### src/design/handshake_connection_receiver_defines.svh
// assertion macros for the handshake connection receiver
`ifndef HANDSHAKE_CONNECTION_RECEIVER_DEFINES_SVH
`define HANDSHAKE_CONNECTION_RECEIVER_DEFINES_SVH

`ifndef SYNTHESIS

`define HCR_ASSERT(lbl, prop, msg) \
  lbl: assert property (@(posedge clk_i) disable iff (!rst_ni) (prop)) else $error(msg);

`define HCR_ASSERT_ALWAYS(lbl, prop, msg) \
  lbl: assert property (@(posedge clk_i) (prop)) else $error(msg);

`else

`define HCR_ASSERT(lbl, prop, msg)

`define HCR_ASSERT_ALWAYS(lbl, prop, msg)

`endif

`endif

### src/design/hcr_pkg.sv
// shared types, constants and helpers of the handshake connection receiver
package hcr_pkg;

  localparam int SEQ_W  = 32;
  localparam int IDX_W  = 32;
  localparam int FLAG_W = 4;
  localparam int DATA_W = 32;
  localparam int ADDR_W = 3;
  localparam int QDEPTH = 2;
  localparam int QPTR_W = (QDEPTH > 1) ? $clog2(QDEPTH) : 1;
  localparam int QCNT_W = $clog2(QDEPTH + 1);

  localparam logic [FLAG_W-1:0] FLAG_SYN = 4'b0001;
  localparam logic [FLAG_W-1:0] FLAG_ACK = 4'b0010;
  localparam logic [FLAG_W-1:0] FLAG_FIN = 4'b0100;
  localparam logic [FLAG_W-1:0] FLAG_RST = 4'b1000;

  localparam logic REG_INITIAL_INDEX = 1'b0;
  localparam logic REG_START_ACTIVE  = 1'b1;

  typedef enum logic [1:0] {
    CS_CLOSED    = 2'd0,
    CS_SYN_SENT  = 2'd1,
    CS_SYN_RECV  = 2'd2,
    CS_CONNECTED = 2'd3
  } conn_state_e;

  typedef struct packed {
    logic             syn_only;
    logic             synack_only;
    logic             ack_only;
    logic             has_ack;
    logic             has_fin;
    logic             has_rst;
    logic [SEQ_W-1:0] peer_index;
    logic [SEQ_W-1:0] peer_ack_index;
  } hdr_class_t;

  typedef struct packed {
    logic empty;
    logic full;
  } q_status_t;

  typedef struct packed {
    logic              wr_init;
    logic              wr_start;
    logic [DATA_W-1:0] data;
  } cfg_wr_t;

  typedef struct packed {
    logic              reply_valid;
    logic [FLAG_W-1:0] reply_flags;
    logic [IDX_W-1:0]  reply_index;
    logic [IDX_W-1:0]  reply_ack_index;
    logic              reply_needs_ack;
    logic [1:0]        link_state;
  } reply_t;

  function automatic logic [SEQ_W-1:0] to_seq(input logic [IDX_W-1:0] v);
    return SEQ_W'(v);
  endfunction

  function automatic logic [IDX_W-1:0] from_seq(input logic [SEQ_W-1:0] v);
    return IDX_W'(v);
  endfunction

endpackage

### src/design/hcr_hdr_if.sv
// received header channel
interface hcr_hdr_if import hcr_pkg::*; ();
  logic              valid;
  logic              ready;
  logic [FLAG_W-1:0] flags;
  logic [IDX_W-1:0]  peer_index;
  logic [IDX_W-1:0]  peer_ack_index;

  modport source (output valid, output flags, output peer_index, output peer_ack_index,
                  input ready);
  modport sink (input valid, input flags, input peer_index, input peer_ack_index,
                output ready);
endinterface

### src/design/hcr_reply_if.sv
// reply header channel
interface hcr_reply_if import hcr_pkg::*; ();
  logic              valid;
  logic              ready;
  logic              reply_valid;
  logic [FLAG_W-1:0] reply_flags;
  logic [IDX_W-1:0]  reply_index;
  logic [IDX_W-1:0]  reply_ack_index;
  logic              reply_needs_ack;
  logic [1:0]        link_state;

  modport source (output valid, output reply_valid, output reply_flags, output reply_index,
                  output reply_ack_index, output reply_needs_ack, output link_state,
                  input ready);
  modport sink (input valid, input reply_valid, input reply_flags, input reply_index,
                input reply_ack_index, input reply_needs_ack, input link_state,
                output ready);
endinterface

### src/design/handshake_connection_receiver.sv
// top level of the handshake connection receiver: register port, front, queue, back
//
// channel   direction  word
// hdr_i     in         flags, peer_index, peer_acknowledged index
// reply_o   out        reply_valid, reply_flags, reply_index, reply_ack_index,
//                      reply_needs_ack, link_state
// apb       in/out     initial_index at 0x0, start_active at 0x4
//
// one header per cycle while reply_o is ready; its reply passes the queue, then the reply register
// the rate is set by the state update in the back end
// every header gives exactly one reply word, also when no reply header is sent
// a stalled reply_o holds the reply register; the two-entry queue then fills and drops ready
// reset zeroes state, indices, config; not queue entries or reply register; no clearing pass
`include "handshake_connection_receiver_defines.svh"

module handshake_connection_receiver import hcr_pkg::*; (
  input  logic              clk_i,
  input  logic              rst_ni,
  input  logic              psel,
  input  logic              penable,
  input  logic              pwrite,
  input  logic [ADDR_W-1:0] paddr,
  input  logic [DATA_W-1:0] pwdata,
  output logic [DATA_W-1:0] prdata,
  output logic              pready,
  hcr_hdr_if.sink           hdr_i,
  hcr_reply_if.source       reply_o
);

  logic [IDX_W-1:0] initial_index_q;
  logic             start_active_q;
  logic             wr_en;
  logic             reg_sel;
  cfg_wr_t          cfg;
  logic             push;
  hdr_class_t       push_data;
  logic             pop;
  hdr_class_t       pop_data;
  q_status_t        q_status;

  assign pready  = 1'b1;
  assign wr_en   = psel && penable && pwrite && pready;
  assign reg_sel = paddr[2];

  always_comb begin
    cfg.wr_init  = wr_en && (reg_sel == REG_INITIAL_INDEX);
    cfg.wr_start = wr_en && (reg_sel == REG_START_ACTIVE);
    cfg.data     = pwdata;
  end

  always_comb begin
    case (reg_sel)
      REG_INITIAL_INDEX: prdata = DATA_W'(initial_index_q);
      REG_START_ACTIVE:  prdata = DATA_W'(start_active_q);
      default:           prdata = '0;
    endcase
  end

  always_ff @(posedge clk_i or negedge rst_ni) begin
    if (!rst_ni) begin
      initial_index_q <= '0;
      start_active_q  <= 1'b0;
    end else begin
      if (cfg.wr_init) begin
        initial_index_q <= IDX_W'(pwdata);
      end
      if (cfg.wr_start) begin
        start_active_q <= pwdata[0];
      end
    end
  end

  hcr_front u_front (
    .hdr_i       (hdr_i),
    .full_i      (q_status.full),
    .push_o      (push),
    .push_data_o (push_data)
  );

  hcr_queue u_queue (
    .clk_i       (clk_i),
    .rst_ni      (rst_ni),
    .push_i      (push),
    .push_data_i (push_data),
    .pop_i       (pop),
    .pop_data_o  (pop_data),
    .status_o    (q_status)
  );

  hcr_back u_back (
    .clk_i      (clk_i),
    .rst_ni     (rst_ni),
    .cfg_i      (cfg),
    .status_i   (q_status),
    .pop_data_i (pop_data),
    .pop_o      (pop),
    .reply_o    (reply_o)
  );

  `HCR_ASSERT(a_queue_status, $onehot0({q_status.full, q_status.empty}), "queue full and empty")
  `HCR_ASSERT(a_no_reply_zero, reply_o.valid && !reply_o.reply_valid |-> reply_o.reply_flags == '0 && reply_o.reply_index == '0 && reply_o.reply_ack_index == '0 && !reply_o.reply_needs_ack, "empty reply carries data")
  `HCR_ASSERT(a_needs_ack_synack, reply_o.valid && reply_o.reply_needs_ack |-> reply_o.reply_valid && reply_o.reply_flags == (FLAG_SYN | FLAG_ACK) && reply_o.link_state == 2'(CS_SYN_RECV), "acked reply not a syn-ack")
  `HCR_ASSERT(a_pop_needs_entry, pop |-> !q_status.empty, "pop from empty queue")

endmodule

### src/design/hcr_front.sv
// front end: accepts received headers and classifies their flags
module hcr_front import hcr_pkg::*; (
  hcr_hdr_if.sink    hdr_i,
  input  logic       full_i,
  output logic       push_o,
  output hdr_class_t push_data_o
);

  assign hdr_i.ready = !full_i;
  assign push_o      = hdr_i.valid && !full_i;

  always_comb begin
    push_data_o.syn_only       = (hdr_i.flags == FLAG_SYN);
    push_data_o.synack_only    = (hdr_i.flags == (FLAG_SYN | FLAG_ACK));
    push_data_o.ack_only       = (hdr_i.flags == FLAG_ACK);
    push_data_o.has_ack        = |(hdr_i.flags & FLAG_ACK);
    push_data_o.has_fin        = |(hdr_i.flags & FLAG_FIN);
    push_data_o.has_rst        = |(hdr_i.flags & FLAG_RST);
    push_data_o.peer_index     = to_seq(hdr_i.peer_index);
    push_data_o.peer_ack_index = to_seq(hdr_i.peer_ack_index);
  end

endmodule

### src/design/hcr_queue.sv
// short queue of classified headers between front and back
module hcr_queue import hcr_pkg::*; (
  input  logic       clk_i,
  input  logic       rst_ni,
  input  logic       push_i,
  input  hdr_class_t push_data_i,
  input  logic       pop_i,
  output hdr_class_t pop_data_o,
  output q_status_t  status_o
);

  hdr_class_t        entry_q [QDEPTH];
  logic [QPTR_W-1:0] wr_ptr_q, wr_ptr_d;
  logic [QPTR_W-1:0] rd_ptr_q, rd_ptr_d;
  logic [QCNT_W-1:0] count_q, count_d;

  function automatic logic [QPTR_W-1:0] ptr_inc(input logic [QPTR_W-1:0] p);
    return (p == QPTR_W'(QDEPTH - 1)) ? '0 : p + QPTR_W'(1);
  endfunction

  always_comb begin
    wr_ptr_d = push_i ? ptr_inc(wr_ptr_q) : wr_ptr_q;
    rd_ptr_d = pop_i ? ptr_inc(rd_ptr_q) : rd_ptr_q;
    count_d  = count_q + QCNT_W'(push_i) - QCNT_W'(pop_i);
  end

  always_ff @(posedge clk_i or negedge rst_ni) begin
    if (!rst_ni) begin
      wr_ptr_q <= '0;
      rd_ptr_q <= '0;
      count_q  <= '0;
    end else begin
      wr_ptr_q <= wr_ptr_d;
      rd_ptr_q <= rd_ptr_d;
      count_q  <= count_d;
    end
  end

  always_ff @(posedge clk_i) begin
    if (push_i) begin
      entry_q[wr_ptr_q] <= push_data_i;
    end
  end

  assign pop_data_o      = entry_q[rd_ptr_q];
  assign status_o.empty  = (count_q == '0);
  assign status_o.full   = (count_q == QCNT_W'(QDEPTH));

endmodule

### src/design/hcr_back.sv
// back end: connection state machine, index registers and reply register
module hcr_back import hcr_pkg::*; (
  input  logic        clk_i,
  input  logic        rst_ni,
  input  cfg_wr_t     cfg_i,
  input  q_status_t   status_i,
  input  hdr_class_t  pop_data_i,
  output logic        pop_o,
  hcr_reply_if.source reply_o
);

  conn_state_e       state_q, state_d;
  logic [SEQ_W-1:0]  local_q, local_d;
  logic [SEQ_W-1:0]  send_q, send_d;
  logic [SEQ_W-1:0]  ack_q, ack_d;
  logic              out_valid_q;
  reply_t            reply_q, reply_d;
  logic              ack_match;
  logic [SEQ_W-1:0]  peer_next;
  logic              rv;
  logic              rneed;
  logic [FLAG_W-1:0] rfl;

  assign pop_o = !status_i.empty && (!out_valid_q || reply_o.ready);

  always_comb begin
    state_d   = state_q;
    local_d   = local_q;
    send_d    = send_q;
    ack_d     = ack_q;
    rv        = 1'b0;
    rneed     = 1'b0;
    rfl       = '0;
    ack_match = ((local_q + SEQ_W'(1)) == pop_data_i.peer_ack_index);
    peer_next = pop_data_i.peer_index + SEQ_W'(1);
    if (pop_o) begin
      case (state_q)
        CS_CLOSED: begin
          if (pop_data_i.syn_only) begin
            state_d = CS_SYN_RECV;
            ack_d   = peer_next;
            rv      = 1'b1;
            rfl     = FLAG_SYN | FLAG_ACK;
            rneed   = 1'b1;
          end else if (pop_data_i.has_fin) begin
            ack_d = peer_next;
            rv    = 1'b1;
            rfl   = FLAG_ACK;
          end
        end
        CS_SYN_SENT: begin
          if (pop_data_i.synack_only && ack_match) begin
            state_d = CS_CONNECTED;
            local_d = pop_data_i.peer_ack_index;
            ack_d   = peer_next;
            rv      = 1'b1;
            rfl     = FLAG_ACK;
          end
        end
        CS_SYN_RECV: begin
          if (pop_data_i.ack_only && ack_match) begin
            state_d = CS_CONNECTED;
            local_d = pop_data_i.peer_ack_index;
            ack_d   = peer_next;
          end
        end
        CS_CONNECTED: begin
          if (pop_data_i.has_rst) begin
            state_d = CS_CLOSED;
          end else if (pop_data_i.has_fin) begin
            state_d = CS_CLOSED;
            ack_d   = peer_next;
            rv      = 1'b1;
            rfl     = FLAG_ACK;
          end else if (pop_data_i.has_ack && ack_match) begin
            local_d = pop_data_i.peer_ack_index;
          end
        end
        default: begin
          state_d = CS_CLOSED;
        end
      endcase
      if (rneed) begin
        send_d = send_q + SEQ_W'(1);
      end
    end
    if (cfg_i.wr_init) begin
      local_d = to_seq(IDX_W'(cfg_i.data));
      send_d  = to_seq(IDX_W'(cfg_i.data));
    end
    if (cfg_i.wr_start) begin
      state_d = cfg_i.data[0] ? CS_SYN_SENT : CS_CLOSED;
    end

    reply_d.reply_valid     = rv;
    reply_d.reply_flags     = rfl;
    reply_d.reply_index     = rv ? from_seq(send_q) : '0;
    reply_d.reply_ack_index = rv ? from_seq(ack_d) : '0;
    reply_d.reply_needs_ack = rneed;
    reply_d.link_state      = 2'(state_d);
  end

  always_ff @(posedge clk_i or negedge rst_ni) begin
    if (!rst_ni) begin
      state_q     <= CS_CLOSED;
      local_q     <= '0;
      send_q      <= '0;
      ack_q       <= '0;
      out_valid_q <= 1'b0;
    end else begin
      state_q <= state_d;
      local_q <= local_d;
      send_q  <= send_d;
      ack_q   <= ack_d;
      if (pop_o) begin
        out_valid_q <= 1'b1;
      end else if (reply_o.ready) begin
        out_valid_q <= 1'b0;
      end
    end
  end

  always_ff @(posedge clk_i) begin
    if (pop_o) begin
      reply_q <= reply_d;
    end
  end

  assign reply_o.valid           = out_valid_q;
  assign reply_o.reply_valid     = reply_q.reply_valid;
  assign reply_o.reply_flags     = reply_q.reply_flags;
  assign reply_o.reply_index     = reply_q.reply_index;
  assign reply_o.reply_ack_index = reply_q.reply_ack_index;
  assign reply_o.reply_needs_ack = reply_q.reply_needs_ack;
  assign reply_o.link_state      = reply_q.link_state;

endmodule

### src/flat_wrapper.sv
// flat-port wrapper written by rule: the top's interface ports become plain ports
module handshake_connection_receiver_flat import hcr_pkg::*;
  (clk_i, rst_ni, psel, penable, pwrite, paddr, pwdata, prdata, pready, hdr_i_valid, hdr_i_flags, hdr_i_peer_index, hdr_i_peer_ack_index, hdr_i_ready, reply_o_valid, reply_o_reply_valid, reply_o_reply_flags, reply_o_reply_index, reply_o_reply_ack_index, reply_o_reply_needs_ack, reply_o_link_state, reply_o_ready);
  hcr_hdr_if hdr_i_i ();
  hcr_reply_if reply_o_i ();
  input  logic clk_i;
  input  logic rst_ni;
  input  logic psel;
  input  logic penable;
  input  logic pwrite;
  input  logic [ADDR_W-1:0] paddr;
  input  logic [DATA_W-1:0] pwdata;
  output logic [DATA_W-1:0] prdata;
  output logic pready;
  input wire logic [$bits(hdr_i_i.valid)-1:0] hdr_i_valid;
  input wire logic [$bits(hdr_i_i.flags)-1:0] hdr_i_flags;
  input wire logic [$bits(hdr_i_i.peer_index)-1:0] hdr_i_peer_index;
  input wire logic [$bits(hdr_i_i.peer_ack_index)-1:0] hdr_i_peer_ack_index;
  output wire logic [$bits(hdr_i_i.ready)-1:0] hdr_i_ready;
  output wire logic [$bits(reply_o_i.valid)-1:0] reply_o_valid;
  output wire logic [$bits(reply_o_i.reply_valid)-1:0] reply_o_reply_valid;
  output wire logic [$bits(reply_o_i.reply_flags)-1:0] reply_o_reply_flags;
  output wire logic [$bits(reply_o_i.reply_index)-1:0] reply_o_reply_index;
  output wire logic [$bits(reply_o_i.reply_ack_index)-1:0] reply_o_reply_ack_index;
  output wire logic [$bits(reply_o_i.reply_needs_ack)-1:0] reply_o_reply_needs_ack;
  output wire logic [$bits(reply_o_i.link_state)-1:0] reply_o_link_state;
  input wire logic [$bits(reply_o_i.ready)-1:0] reply_o_ready;
  assign hdr_i_i.valid = hdr_i_valid;
  assign hdr_i_i.flags = hdr_i_flags;
  assign hdr_i_i.peer_index = hdr_i_peer_index;
  assign hdr_i_i.peer_ack_index = hdr_i_peer_ack_index;
  assign hdr_i_ready = hdr_i_i.ready;
  assign reply_o_valid = reply_o_i.valid;
  assign reply_o_reply_valid = reply_o_i.reply_valid;
  assign reply_o_reply_flags = reply_o_i.reply_flags;
  assign reply_o_reply_index = reply_o_i.reply_index;
  assign reply_o_reply_ack_index = reply_o_i.reply_ack_index;
  assign reply_o_reply_needs_ack = reply_o_i.reply_needs_ack;
  assign reply_o_link_state = reply_o_i.link_state;
  assign reply_o_i.ready = reply_o_ready;
  handshake_connection_receiver u_core (.clk_i(clk_i), .rst_ni(rst_ni), .psel(psel), .penable(penable), .pwrite(pwrite), .paddr(paddr), .pwdata(pwdata), .prdata(prdata), .pready(pready), .hdr_i(hdr_i_i), .reply_o(reply_o_i));
endmodule
### config.mk
export PLATFORM = sky130hd
export DESIGN_NAME = handshake_connection_receiver_flat
export DESIGN_NICKNAME = d
export VERILOG_FILES = /design/src/design/hcr_pkg.sv /design/src/design/hcr_hdr_if.sv /design/src/design/hcr_reply_if.sv /design/src/design/handshake_connection_receiver.sv /design/src/design/hcr_front.sv /design/src/design/hcr_queue.sv /design/src/design/hcr_back.sv /design/src/flat_wrapper.sv
export VERILOG_INCLUDE_DIRS = /design/src /design/src/design
export SDC_FILE = /design/constraint.sdc
export NUM_CORES = 1
export LEC_CHECK = 0
export BUFFER_PORTS_ARGS = -buffer_cell sky130_fd_sc_hd__clkbuf_2
export CAP_MARGIN = 20
export CORE_MARGIN = 4
export CORE_UTILIZATION = 38
export CTS_BUF_LIST = sky130_fd_sc_hd__clkbuf_8
export DETAILED_ROUTE_END_ITERATION = 8
export GPL_TIMING_DRIVEN = 1
export RECOVER_POWER = 25
export SETUP_SLACK_MARGIN = 0.1
export SYNTH_ARGS = -nofsm -noshare
export SYNTH_HDL_FRONTEND = slang
export SYNTH_SLANG_ARGS = --single-unit
### constraint.sdc
create_clock -name clk_i -period 6.74 [get_ports clk_i]
set_input_delay 0.674 -clock clk_i [delete_from_list [all_inputs] [get_ports clk_i]]
set_output_delay 0.674 -clock clk_i [all_outputs]
set_load 0.005 [all_outputs]
-- Word level (Yosys, flattened, before mapping)
Memory sizes are Yosys's and may differ from the RTL's.
Cells that the tools add are included.
- bits in writable memories: 140
- word-level logic and storage cells: 107
- flip-flop bits (word level): 208
- output and inout bits: 107
- memories kept: 1
- memories (memory ; depth ; bits a word ; read ports ; clocked after memory_dff ; write ports ; RTL line ; RTL):
    u_core.u_queue.entry_q ; 2 ; 70 ; 1 ; 0 ; 1 ; hcr_queue.sv:12 ; hdr_class_t entry_q [QDEPTH];
- reduce and logical (&&, ||, !) cells: 21
- bitwise logic cells: 1
- add/sub/neg operators: 7
- eq/ne operators: 13
- muxes and demuxes: 48
- operators with widths (operator ; number):
    two-way mux 32 bit ; 16
    one-hot mux 32 bit (4 select lines) ; 1
    adder 32 x 1 -> 32 bit (second input constant) ; 3
    one-hot mux 32 bit (3 select lines) ; 1
    one-hot mux 32 bit (2 select lines) ; 1
    equality test 32 bit ; 1
    two-way mux 2 bit ; 10
    two-way mux 1 bit ; 15
    inequality test 3 x 2 -> 1 bit (second input constant) ; 5
    one-hot mux 4 bit (3 select lines) ; 1
    logical AND 1 bit ; 9
    equality test 4 x 2 -> 1 bit (second input constant) ; 2
    one-hot mux 2 bit (4 select lines) ; 1
    AND reduction 7 bit ; 1
    equality test 2 bit (second input constant) ; 3
    nonzero test 2 bit ; 3
    equality test 4 x 1 -> 1 bit (second input constant) ; 1
    zero test 2 bit ; 2
    two-way mux 4 bit ; 1
    nonzero test 4 bit ; 1
    zero test 1 bit ; 3
    one-hot mux 1 bit (3 select lines) ; 1
    adder 1 bit (second input constant) ; 2
    adder 2 x 1 -> 2 bit ; 1
    5 further kinds ; 5

-- Depth between registers and ports, before layout
Gate-level depths: netlist of run 1.
- depth after elaboration: 9
- depth in mapped cells: 22

-- By module
Synthesis of run 1 repeated with hierarchy kept, for this count alone.
- cells, all modules: 1395
- area, all modules: 17240.3 um^2
- modules (own cells, without submodules) (module ; times used ; seq. area each (um^2) ; area each (um^2) ; cells each):
    hcr_back ; 1 ; 4349.2 ; 9496.6 ; 981
    hcr_queue ; 1 ; 4304.1 ; 5599.1 ; 233
    handshake_connection_receiver ; 1 ; 825.8 ; 1604.0 ; 109
    hcr_front ; 1 ; 0.0 ; 540.5 ; 72

-- Worst setup path after synthesis of run 1
Ideal clock, no wire load.
- path type: register to register
- from: reg u_core.u_queue.rd_ptr_q
- to: reg u_core.u_back.reply_q (netlist bit u_core.u_back.reply_o.reply_ack_index[28]), data pin
- library setup time: 0.260 ns
- clock period less this slack: 5.440 ns
- slack: 1.300 ns
- data required time: 6.480 ns
- data arrival time: 5.180 ns
- stages on the path, launching flop included: 22
- path through: dfrtp_1 -> buf_2 -> buf_2 -> buf_2 -> buf_2 -> buf_2 -> buf_2 -> buf_1 -> clkbuf_1 -> buf_2 -> buf_2 -> mux2_2 -> ha_1 -> o21ai_0 -> nand2b_1 -> nor3_1 -> nand3_1 -> xor2_1 -> mux2i_1 -> a221oi_1 -> a31o_2 -> a2bb2o_1
- longest elaborated chain between the ends: 6
- ends and longest elaborated chain (element ; RTL line ; RTL):
    from (decl) ; hcr_queue.sv:14 ; logic [QPTR_W-1:0] rd_ptr_q, rd_ptr_d;
    from (signal assigned) ; hcr_queue.sv:34 ; rd_ptr_q <= rd_ptr_d;
    memory (2 x 70 bit) * ; n/a ;
    adder 32 x 1 -> 32 bit or equality test 32 bit (tied branches) ; hcr_back.sv:35, hcr_back.sv:34 ;
    two-way mux 32 bit, or another cell as far along ; hcr_back.sv:45, hcr_back.sv:70 ;
    two-way mux 32 bit, or another cell as far along ; hcr_back.sv:68 ; if (pop_data_i.has_rst) begin
    one-hot mux 32 bit (4 select lines) or one-hot mux 1 bit (3 select lines) (tied branches) ; hcr_back.sv:37 ; case (state_q)
    two-way mux 32 bit or two-way mux 1 bit (tied branches) ; hcr_back.sv:36 ; if (pop_o) begin
    to (signal assigned) ; hcr_back.sv:125 ; reply_q <= reply_d;
    to (decl) ; hcr_back.sv:17 ; reply_t reply_q, reply_d;
Every way passes the cells marked *; elsewhere a longest branch is shown, timed or not.
A chain may end at the register's enable or synchronous reset.

-- Worst setup path in the final report of run 1
- from: reg u_core.u_queue.rd_ptr_q
- to: reg u_core.u_back.local_q[6]
- longest elaborated chain between the ends: 7
- ends and longest elaborated chain (element ; RTL line ; RTL):
    memory (2 x 70 bit) * ; n/a ;
    branches (longest 6 deep; another with equality test 32 bit) ; n/a ;
    to (signal assigned) ; hcr_back.sv:112 ; local_q <= local_d;
    to (decl) ; hcr_back.sv:13 ; logic [SEQ_W-1:0] local_q, local_d;
Every way passes the cells marked *. The select of a mux whose other input is x is not followed.

==> metrics.md, run 1 <==
| Metric | Value |
|---|---|
| Status | complete, but fails checks |
| Failing checks | capacitance limit, slew limit |
| Maximum vdd drop | roughly 220 uV |
| CP Class | register to register |
| Nets | approximately 1900 |
| DP HPWL | between 30 and 40 mm |
| Clk root buf | clkbuf_8 |
| Drt first pass iters | 5 |
| Placed Cells incl. Taps | 2286 |
| Worst EP required | 7.25 ns |
| Worst Hold Class | input port to register |
| # hold bufs at CTS | 0 |
| DRC viols | 0 |
| Sequential cell area | between 9000 and 10000 sq um |
| Synthesized flop and latch total | 345 |
| Fin. Hold Viols | 0 |
| Clock H-tree levels | 2 |
| Number of global-route vias before repair | approximately 12000 |
| Post-CTS resize count | 0 |
| # clock sinks | 345 |
| Leakage power | 0.00777 uW |
| Port Buffers | 211 |
| Ratio of cells with drive above 1 in the final layout | between 15 and 20% |
| Number of synthesized flops with an enable pin | 209 |
| Sequential share of the synthesized area | 56.6% |
| Cts bufs inserted | 57 |
| Total track usage | 19.3% |
| Slew Limit Fails | between 70 and 80 |
| Reg power frac | about two fifths |
| GPL Wtd Cong | 0.905 |
| Clock skew | between 0.04 and 0.05 ns |
| Layout area overhead | 15.7% |
| Delay-heaviest family, CP | simple AND/OR/NAND/NOR gates |
| Antenna viol nets, final | 0 |
| Largest net degree at the start of global routing | 79 |
| Slowest cell on crit path | dfrtp_4 |
| Internal cell power | 5270 uW |
| Endpoints failing setup | 0 |
| Final min period | 5.37 ns |
| Synthesized area | 17100 sq um |
| Fmax | 186 MHz |
| Die ar. | 48500 sq um |
| Initial Util | 38.5% |
| Die W | roughly 220 microns |
| Worst Setup Start Kind | register |
| Critical Path AT | 5.88 ns |
| Yosys cell types | just over 80 |
| Multi-input gate area | 7010 sq um |
| Die Ht | 220 microns |
| FILL cells | 4152 |
| Psw | ~3500 uW |
| RSZ-0062 raised after global routing | false |
| Via count | 13000 |
| Final Util | 44.6% |
| Combinational share of power | 38.2% |
| Relative slew slack | -191% |
| CP Buf/Inv Count | 1 |
| FFs w/ async S/R, synth | 39.4% |
| CP max stage delay | 0.86 ns |
| Worst-path clk slew | 0.07 ns |
| Critical path, cell by cell | mux2i_1 > xnor2_1 > o21ai_0 > o31ai_1 > a2111oi_0 > nand4_1 > o31a_1 > nand3b_4 > nor2_4 > buf_4 > o221ai_2 |
| Final Cycle Share | 79.7% |
| Final non-filler cell total | 2396 |
| Iter 0 DRT Violations | 1107 |
| Pwr/cell area | 440 nW/um^2 |
| Vias per cell | 5.41 |
| Postcts setup bufs | 0 |
| Setup_tns | 0 ns |
| Switch share | 39.6% |
| Post-Synthesis Cells | 1548 |
| Most used DFF post-synth | edfxtp_1 |
| Core Area | 44400 sq um |
| Worst-path maximum fanout | 39 |
| # IOs | around 220 |
| Detailed-route wire length | about 48 mm |
| Clock Path Buffers | 3 |
| Final hold slack | 0.190 ns |
| Drt wl/cell | 20.0 microns |
| Initial antenna violation count | 13 |
| Clock Latency Late Sink | 0.67 ns |
| Syn avg cell area | 11.1 sq um |
| Congestion Overflow GR | 0 |
| First-pass GRT wire length | between 70 and 80 mm |
| Setup crit end kind | register |
| # rows | a little under 80 |
| Tot Pwr | between 8000 and 9000 uW |
| Max cap viols | 1 |
| CTS tree | yes |
| Yosys Warn Count | 0 |
| Clock share of power | 21.7% |
| Actual slew at the worst max-slew pin | between 4 and 5 ns |
-- synthesized netlist by cell type, drive strengths merged (20+ instances only) --
master  count  area [sq um]
nand4      20           131
mux2i      67           671
o21ai      78           390
xnor2      74           648
dfrtp     136          3400
nor2b      36           225
nor2       86           323
edfxtp    209          6280
nand3      47           235
nor3       27           140
xor2       40           350
o221ai     36           503
a211oi     27           203
and2       35           219
a21oi      71           355
and3       20           125
nand2     252           946
clkbuf     53           200
inv        28           105
buf        28           160
-- power groups by stage --
stage | registers (uW) | clock network [uW] | logic (uW)
after floorplan | 3390 | 0 | 2400
after global placement | 3510 | 0 | 3230
after detailed placement | 3530 | 0 | 3320
after CTS | 3500 | 1940 | 3330
after global routing | 3580 | 2050 | 3670
final | 3500 | 1890 | 3330
-- worst paths after layout --
check	start	endpoint	slack (ns)	cells past startpoint
hold / removal	hdr_i_peer_ack_index[28]	u_core.u_queue.entry_q[0][28]	0.19	1
hold reg to reg	u_core.initial_index_q[3]	u_core.initial_index_q[3]	0.47	2
setup / recovery	u_core.u_queue.rd_ptr_q	u_core.u_back.local_q[6]	1.37	11
min in group asynchronous	rst_ni	u_core.u_back.send_q[5]	1.55	1
setup reg to reg	u_core.u_queue.rd_ptr_q	u_core.u_back.local_q[6]	1.37	11
max in group asynchronous	rst_ni	u_core.u_queue.rd_ptr_q	2.11	1
-- state kept, by name, summed over array words and instances, names as in the netlist --
register / count
u_core.u_back.ack_q: 32
u_core.start_active_q: 1
u_core.u_back.reply_o.reply_index: 32
u_core.u_back.local_q: 32
u_core.u_queue.rd_ptr_q: 1
u_core.u_back.reply_o.reply_valid: 1
u_core.u_queue.count_q: 2
u_core.u_queue.entry_q: 140
u_core.initial_index_q: 32
u_core.u_back.reply_o.reply_ack_index: 32
u_core.u_back.state_q: 2
u_core.u_queue.wr_ptr_q: 1
u_core.u_back.send_q: 32
u_core.u_back.reply_o.link_state: 2
u_core.u_back.reply_o.reply_flags: 2
u_core.u_back.reply_o.valid: 1
-- metrics by stage --
stage	worst slack, ns	instance area (sq um)
after floorplan	1.30	17100
after global placement	1.43	18700
after detailed placement	1.41	18700
after CTS	1.38	19900
after global routing	0.910	19800
final	1.37	19800
-- logic make-up after synthesis --
kind of cell             synth area share, %
AND/OR/NAND/NOR                         16.5
flip-flops                              56.6
AO/OA/AOI/OAI                           13.1
XOR/XNOR                                5.97
buffers and inverters                   2.74
multiplexers                            4.38
adder cells (fa/ha/maj)                0.658
other                                 0.0439
-- layer usage --
| metal | vias to the layer above | part of all wire, % | GRT usage (%) |
|---|---|---|---|
| met2 | 481 | 43 | 27.6 |
| met3 | 86 | 8.1 | 5.37 |
| met4 | 16 | 2.1 | 5.15 |
| li1 | 6080 | - | - |
| met5 | - | 0.21 | 0 |
| met1 | 6296 | 47 | 29.0 |
-- cells in the final DEF (no fill, tap or decap), types with 15 or more instances in the layout --
master / Yosys / routed
buf_4: 4 / 15
nor2b_1: 36 / 36
nand4_1: 19 / 19
nand2_1: 252 / 252
nor3_1: 26 / 26
clkbuf_8: 0 / 60
mux2i_1: 67 / 67
nand3_1: 47 / 47
and2_1: 35 / 35
nor2_1: 86 / 83
inv_1: 28 / 44
clkbuf_2: 1 / 153
edfxtp_1: 209 / 209
clkbuf_1: 52 / 58
o221ai_2: 30 / 30
and3_1: 20 / 19
xnor2_1: 74 / 74
dfrtp_1: 136 / 135
a21oi_1: 71 / 71
xor2_1: 40 / 40
o21ai_0: 70 / 69
a211oi_1: 27 / 27
-- final cells by class --
type                    count  share of cell area (%)
flip-flops and latches    345                    48.9
clock buffers              60                    4.17
well taps                 592                    3.74
diodes                      4                  0.0505
inverters                  29                   0.556
clock inverters            46                    1.68
multi-input cells        1094                    35.4
repair buffers            226                    5.53
(Power assumes the default switching activity.)
==> inputs of run 2 (changes only) <==
Clock period 6.74 ns to 4.3 ns, I/O delays scaled along.
==> run 2 against run 1 <==
  * The flow still finishes with violations (capacitance limit, slew limit)
  * Global-route usage rose by 0.35 points
  * Sequential cell count did not move
  * Fmax is 32% higher
  * First-iteration DRC count grew 1.5%
  * Via count grew 4.1%
  * Sequential power grew 54%
  * Worst hold slack worse by 0.11 ns
==> metrics.md, run 2 (same netlist as run 1, synthesis figures left out) <==
| Metric | Value |
|---|---|
| Status | complete, but fails checks (unchanged) |
| Failing checks | capacitance limit, slew limit (unchanged) |
| R2R depth | 12 (was 11) |
| Actual slew at the worst max-slew pin | 2.53 ns (was 4.36 ns) |
| Clock skew | 0.0272 ns (was 0.0425 ns) |
| CTS tree | yes (unchanged) |
| Post-place setup slack | 0.102 ns (was 1.41 ns) |
| Fin. Hold Viols | 0 (unchanged) |
| Critical Path AT | 4.60 ns (was 5.88 ns) |
| Via count | 13500 (was 13000) |
| Nets | 2005 (was 1872) |
| # IOs | 217 (unchanged) |
| Sequential cell area | 9680 sq um (about the same) |
| Core Area | 44400 sq um (unchanged) |
| Initial antenna violation count | 4 (was 13) |
| GPL Wtd Cong | 0.901 (was 0.905) |
| Pwr/cell area | 665 nW/um^2 (was 440 nW/um^2) |
| Ratio of cells with drive above 1 in the final layout | 20.1% (was 17.1%) |
| Multi-input gate area | 7130 sq um (was 7010 sq um) |
| Setup_tns | 0 ns (unchanged) |
| CP max stage delay | 0.53 ns (was 0.86 ns) |
| Flop-to-flop setup slack | 0.23 ns (was 1.37 ns) |
| Worst Hold Class | input port to register (unchanged) |
| Maximum vdd drop | 396 uV (was 219 uV) |
| Clock Latency Late Sink | 0.66 ns (was 0.67 ns) |
| Congestion Overflow GR | 0 (unchanged) |
| First-pass GRT wire length | 74.4 mm (was 72.7 mm) |
| Number of global-route vias before repair | 12700 (was 12500) |
| Port Buffers | 211 (unchanged) |
| Hold path depth | 3 (was 1) |
| Hold path start | reply_o_ready (was hdr_i_peer_ack_index[28]) |
| Clock share of power | 19.4% (was 21.7%) |
| Initial Util | 38.5% (unchanged) |
| Placed Cells incl. Taps | 2340 (was 2286) |
| Combinational share of power | 42.2% (was 38.2%) |
| Reg power frac | 38.4% (was 40.1%) |
| Endpoints failing setup | 0 (unchanged) |
| Final min period | 4.07 ns (was 5.37 ns) |
| Worst-path clk slew | 0.06 ns (was 0.07 ns) |
| Cts bufs inserted | 58 (was 57) |
| Critical path, cell by cell | buf_4 > mux2i_1 > xor2_1 > a21oi_1 > and4b_1 > o32ai_1 > or4_1 > or4b_1 > buf_4 > a21oi_1 > a2111oi_1 > nor4_1 (was mux2i_1 > xnor2_1 > o21ai_0 > o31ai_1 > a2111oi_0 > nand4_1 > o31a_1 > nand3b_4 > nor2_4 > buf_4 > o221ai_2) |
| Worst EP required | 4.82 ns (was 7.25 ns) |
| # clock sinks | 345 (unchanged) |
| Max reg flops | 140 (unchanged) |
| Clock H-tree levels | 2 (unchanged) |
| Final Cycle Share | 94.7% (was 79.7%) |
| R2R Path End | u_core.u_back.ack_q[16] (was u_core.u_back.local_q[6]) |
| Antenna viol nets, final | 0 (unchanged) |
| R2R Path Start | u_core.u_queue.rd_ptr_q (unchanged) |
| CP Buf/Inv Count | 2 (was 1) |
| Post-route setup slack | 0.227 ns (was 1.37 ns) |
| Layout area overhead | 23.3% (was 15.7%) |
| Delay-heaviest family, CP | simple AND/OR/NAND/NOR gates (unchanged) |
| Setup crit end kind | register (unchanged) |
| Die W | 220 microns (unchanged) |
| DP HPWL | 34.6 mm (was 33.6 mm) |
| Slowest cell on crit path | dfrtp_4 (unchanged) |
| Switch share | 39.7% (was 39.6%) |
| Fmax | 246 MHz (was 186 MHz) |
| Die Ht | 220 microns (unchanged) |
| Drt wl/cell | 19.4 microns (was 20.0 microns) |
| DRC viols | 0 (unchanged) |
| Worst-path maximum fanout | 13 (was 39) |
| Max cap viols | 1 (unchanged) |
| Relative slew slack | -68.5% (was -191%) |
| Commonest non-fill, non-tap cell in the layout | nand2_1 (unchanged) |
| Clk root buf | clkbuf_8 (unchanged) |
| Clock Path Buffers | 3 (unchanged) |
| Iter 0 DRT Violations | 1124 (was 1107) |
| Most flops, register | u_core.u_queue.entry_q (unchanged) |
| Largest net degree at the start of global routing | 106 (was 79) |
| Worst Setup Start Kind | register (unchanged) |
| RSZ-0062 raised after global routing | true (was false) |
| Total track usage | 19.7% (was 19.3%) |
| Slew Limit Fails | 98 (was 79) |
| Internal cell power | 8450 uW (was 5270 uW) |
| Leakage power | 0.00840 uW (was 0.00777 uW) |
| Commonest cells after routing, fill and taps aside | nand2_1 (252), edfxtp_1 (209), clkbuf_2 (158) (was nand2_1 (252), edfxtp_1 (209), clkbuf_2 (153)) |
| Final non-filler cell total | 2530 (was 2396) |
| FILL cells | 4082 (was 4152) |
| Psw | 5570 uW (was 3450 uW) |
| Vias per cell | 5.33 (was 5.41) |
| Drt first pass iters | 5 (unchanged) |
| Final hold slack | 0.0800 ns (was 0.190 ns) |
| Detailed-route wire length | 49.1 mm (was 47.9 mm) |
| Die ar. | 48500 sq um (unchanged) |
| # rows | 77 (unchanged) |
| CP Class | register to register (unchanged) |
| Hold EP | u_core.u_back.reply_o.valid (was u_core.u_queue.entry_q[0][28]) |
run 2: cell count changes in the layout (fill, tap and decap cells not counted), moves of 7 or more:
cell,change
mux2i_1,-7
clkinv_2,-7
clkinv_1,+9
dlygate4sd3_1,+69
mux2i_2,+7
buf_4,+55
run 2: through the flow:
| step | area (sq um) | utilization, % | total power (uW) |
|---|---|---|---|
| 3_3_place_gp | 19200 | 43.2 | 10900 |
| 2_1_floorplan | 17200 | - | 9110 |
| 6_report | 21100 | 47.5 | 14000 |
| 5_1_grt | 21100 | 47.5 | 14900 |
| 3_5_place_dp | 19200 | 43.2 | 11100 |
| 4_1_cts | 21000 | 47.2 | 13900 |
run 2: worst max-delay path by stage:
stage | start | to | slack, ns | depth (start not counted)
3_5_place_dp | u_core.u_back.local_q[6] | u_core.u_back.reply_o.reply_ack_index[31] | 0.10 | 10
2_1_floorplan | u_core.u_queue.rd_ptr_q | u_core.u_back.reply_o.reply_ack_index[28] | 0.10 | 21
6_report | u_core.u_queue.rd_ptr_q | u_core.u_back.ack_q[16] | 0.23 | 12
4_1_cts | u_core.u_queue.rd_ptr_q | u_core.u_back.reply_o.reply_ack_index[5] | 0.16 | 13
3_3_place_gp | u_core.u_back.local_q[4] | u_core.u_back.local_q[0] | 0.13 | 11
5_1_grt | u_core.u_back.local_q[4] | u_core.u_back.ack_q[17] | 0.08 | 11
run 2: metal layers:
metal  vias to the layer above  global-route usage, %  wire length [microns]
li1                       6358                      -                      -
met1                      6555                   30.2                  23300
met2                       491                   28.4                  21100
met3                        76                   4.34                   3760
met4                         4                   4.79                    917
met5                         -                      0                     25
run 2: area by class of cell:
cell class	count	area share [%]
clock buffer	58	3.78
clock inverter	50	1.28
tap	592	3.51
antenna	4	0.0475
inverter	29	0.522
multi-input combinational	1094	33.8
timing repair buffer	358	11.1
sequential	345	45.9
run 2: timing repair:
action,4_1_cts,5_1_grt
buffers inserted,0,7
hold buffers,69,0
gates resized for setup,3,28
gates cloned,0,1
setup endpoints to repair,5,115
endpoints found under the hold margin,239,0
pin swaps,0,3
run 2: power by group through the flow:
stage / sequential (uW) / clock (uW) / combinational, uW
3_5_place_dp: 5430 / 0 / 5640
6_report: 5380 / 2720 / 5920
3_3_place_gp: 5390 / 0 / 5510
2_1_floorplan: 5300 / 0 / 3810
5_1_grt: 5510 / 2970 / 6470
4_1_cts: 5380 / 2810 / 5730
run 2: tightest hold or removal path: stages:
cell,delay (ns)
clkbuf_2,0.07
nand2b_1,0.13
nand2_1,0.06
==> inputs of run 3 (changes only) <==
Settings changed: CORE_MARGIN 4 to 3, REMOVE_ABC_BUFFERS set to 1.
Clock period 4.3 ns to 4.2 ns, I/O delays scaled along.
==> run 3 against run 2 <==
  * Fmax rose by 0.54%
  * Worst hold slack got worse by 0.0053 ns
  * The flow still finishes with violations (capacitance limit, slew limit)
  * Global-route usage rose by 1.4 points
  * Critical endpoint is now u_core.u_back.reply_o.reply_ack_index[25]
  * First-iteration DRC count rose by 8.5%
  * Highest routed layer is now met4
  * Non-clock buffer count rose by 45
  * Routed wire length rose by 2.4%
==> metrics.md, run 3 (same netlist as run 1, synthesis figures left out) <==
| Metric | Value |
|---|---|
| Critical path, cell by cell | mux2i_1 > buf_4 > xnor2_1 > xor2_1 > a31oi_1 > or4b_4 > or4_4 > o31ai_4 > or3b_4 > buf_12 > a21oi_1 > nor3_1 (was buf_4 > mux2i_1 > xor2_1 > a21oi_1 > and4b_1 > o32ai_1 > or4_1 > or4b_1 > buf_4 > a21oi_1 > a2111oi_1 > nor4_1) |
| Die W | 218 microns (was 220 microns) |
| Reg power frac | 36.7% (was 38.4%) |
| Met2 wire len | 24.9 mm (was 21.1 mm) |
| Finished Cell Area | 21800 sq um (was 21100 sq um) |
| Psw | 5900 uW (was 5570 uW) |
| CP Buf/Inv Count | 2 (unchanged) |
| Fin. Hold Viols | 0 (unchanged) |
| Final min period | 4.05 ns (was 4.07 ns) |
| Ratio of cells with drive above 1 in the final layout | 24.0% (was 20.1%) |
| Met3 wire length | 2.86 mm (was 3.76 mm) |
| Port Buffers | 211 (unchanged) |
| Worst-path maximum fanout | 22 (was 13) |
| Core Area | 44300 sq um (was 44400 sq um) |
| Fmax | 247 MHz (was 246 MHz) |
| Area post-placement | 19600 sq um (was 19200 sq um) |
| Detailed-route wire length | 50.3 mm (was 49.1 mm) |
| Iter 0 DRT Violations | 1219 (was 1124) |
| First-pass GRT wire length | 77.9 mm (was 74.4 mm) |
| # IOs | 217 (unchanged) |
| Crit path from | u_core.u_queue.rd_ptr_q (unchanged) |
| Status | complete, but fails checks (unchanged) |
| Endpoints failing setup | 0 (unchanged) |
| Failing checks | capacitance limit, slew limit (unchanged) |
| Worst Setup Start Kind | register (unchanged) |
| Met1 WL | 20.6 mm (was 23.3 mm) |
| Commonest non-fill, non-tap cell in the layout | nand2_1 (unchanged) |
| CP Class | register to register (unchanged) |
| R2R Path Start | u_core.u_queue.rd_ptr_q (unchanged) |
| Clock share of power | 21.1% (was 19.4%) |
| Total track usage | 21.1% (was 19.7%) |
| Critical Path End | u_core.u_back.reply_o.reply_ack_index[25] (was u_core.u_back.ack_q[16]) |
| Vias per cell | 5.32 (was 5.33) |
| Via count | 13800 (was 13500) |
| # rows | 77 (unchanged) |
| Final Util | 49.3% (was 47.5%) |
| Die Ht | 218 microns (was 220 microns) |
| FILL cells | 4100 (was 4082) |
| Cts bufs inserted | 66 (was 58) |
| R2R Path End | u_core.u_back.reply_o.reply_ack_index[25] (was u_core.u_back.ack_q[16]) |
| Pwr/cell area | 689 nW/um^2 (was 665 nW/um^2) |
| Leakage power | 0.00881 uW (was 0.00840 uW) |
| Commonest cells after routing, fill and taps aside | nand2_1 (252), edfxtp_1 (209), clkbuf_2 (167) (was nand2_1 (252), edfxtp_1 (209), clkbuf_2 (158)) |
| Worst Hold Class | input port to register (unchanged) |
| Maximum vdd drop | 291 uV (was 396 uV) |
| R2R depth | 12 (unchanged) |
| Drt wl/cell | 19.5 microns (was 19.4 microns) |
| Post-place setup slack | -0.144 ns (was 0.102 ns) |
| Drt first pass iters | 5 (unchanged) |
| Relative slew slack | -50.1% (was -68.5%) |
| Number of global-route vias before repair | 13900 (was 12700) |
| Initial Util | 38.6% (was 38.5%) |
| Delay-heaviest family, CP | simple AND/OR/NAND/NOR gates (unchanged) |
| Combinational share of power | 42.2% (about the same) |
| DRC viols | 0 (unchanged) |
| Multi-input gate area | 7210 sq um (was 7130 sq um) |
| Clock Path Buffers | 3 (unchanged) |
| Congestion Overflow GR | 0 (unchanged) |
| DP HPWL | 34.6 mm (about the same) |
| Slew Limit Fails | 102 (was 98) |
| Sequential cell area | 9680 sq um (about the same) |
| Critical path depth | 12 (unchanged) |
| Clk root buf | clkbuf_8 (unchanged) |
| Max reg flops | 140 (unchanged) |
| Most flops, register | u_core.u_queue.entry_q (unchanged) |
| Clock skew | 0.0257 ns (was 0.0272 ns) |
| Setup crit end kind | register (unchanged) |
| Clock Latency Late Sink | 0.63 ns (was 0.66 ns) |
| Worst EP required | 4.55 ns (was 4.82 ns) |
| # clock sinks | 345 (unchanged) |
| RSZ-0062 raised after global routing | true (unchanged) |
| Slowest cell on crit path | or4_4 (was dfrtp_4) |
| Top sig layer | met4 (was met5) |
| Die ar. | 47600 sq um (was 48500 sq um) |
| CP max stage delay | 0.59 ns (was 0.53 ns) |
| Max cap viols | 2 (was 1) |
| Antenna viol nets, final | 0 (unchanged) |
| Critical Path AT | 4.40 ns (was 4.60 ns) |
| Final Cycle Share | 96.5% (was 94.7%) |
| Initial antenna violation count | 2 (was 4) |
| Largest net degree at the start of global routing | 77 (was 106) |
| Actual slew at the worst max-slew pin | 2.25 ns (was 2.53 ns) |
| Switch share | 39.2% (was 39.7%) |
| Flop-to-flop setup slack | 0.15 ns (was 0.23 ns) |
| CTS tree | yes (unchanged) |
| Post-route setup slack | 0.149 ns (was 0.227 ns) |
| Clock H-tree levels | 3 (was 2) |
| Layout area overhead | 27.6% (was 23.3%) |
| GPL Wtd Cong | 0.920 (was 0.901) |
| Worst-path clk slew | 0.06 ns (about the same) |
| Nets | 2058 (was 2005) |
| Internal cell power | 9140 uW (was 8450 uW) |
-- run 3: changes by cell type in the layout (fill, tap and decap cells not counted), sizes merged --
cell,before,now
buf,76,123
clkbuf,271,282
clkinv,27,22
diode,4,1
inv,50,53
clkinvlp,0,2
bufbuf,0,1
bufinv,2,1
dlygate4sd3,69,68
-- run 3: power by group through the flow --
stage	combinational [uW]	sequential, uW	clock [uW]
after floorplan	3620	5590	0
after global placement	5860	5520	0
after detailed placement	6010	5550	0
after CTS	6190	5500	3270
after global routing	6950	5640	3440
final	6350	5520	3170
-- run 3: routing by layer --
metal | up-vias | global-route usage, %
met1 | 6717 | 26.6
met3 | 115 | 3.77
met2 | 468 | 36.0
met4 | 0 | 8.39
met5 | - | 0
li1 | 6458 | -
-- run 3: stage by stage --
stage / hold WS [ns] / instances / power, uW / TNS (ns)
2_1_floorplan: 0.124 / 1468 / 9210 / -404.41
3_3_place_gp: 0.453 / 2385 / 11400 / -3.01
3_5_place_dp: 0.456 / 2386 / 11600 / -4.08
4_1_cts: 0.0228 / 2580 / 15000 / 0
5_1_grt: 0.0424 / 2584 / 16000 / 0
6_report: 0.0747 / 2584 / 15000 / 0
-- run 3: what timing repair did --
item	4_1_cts	5_1_grt
resized for setup	9	39
hold buffers	68	0
gates cloned	1	0
pin swaps	3	12
endpoints found under the setup margin	78	86
setup buffers	5	2
endpoints found under the hold margin	209	0
-- run 3: cell type report --
cell class / instances / area share, %
Timing Repair Buffer: 403 / 13.0
Tap cell: 592 / 3.39
Multi-Input combinational cell: 1094 / 33.0
Antenna cell: 1 / 0.0115
Clock inverter: 49 / 1.24
Clock buffer: 71 / 4.48
Sequential cell: 345 / 44.4
Inverter: 29 / 0.510
-- run 3: worst min path at each step --
stage,startpoint,to,slack [ns],depth (start not counted)
after floorplan,rst_ni,u_core.initial_index_q[0],0.12,0
after global placement,u_core.initial_index_q[2],u_core.initial_index_q[2],0.45,2
after detailed placement,u_core.initial_index_q[4],u_core.initial_index_q[4],0.46,2
after CTS,pwdata[0],u_core.start_active_q,0.02,2
after global routing,pwdata[0],u_core.start_active_q,0.04,2
final,pwdata[0],u_core.start_active_q,0.07,2
-- run 3: worst register-to-register path: stages (launching register included) --
cell and delay, ns:
dfrtp_4 0.58, mux2i_1 0.16, buf_4 0.15, xnor2_1 0.26, xor2_1 0.18, a31oi_1 0.12, or4b_4 0.57, or4_4 0.59
o31ai_4 0.35, or3b_4 0.44, buf_12 0.17, a21oi_1 0.15, nor3_1 0.05
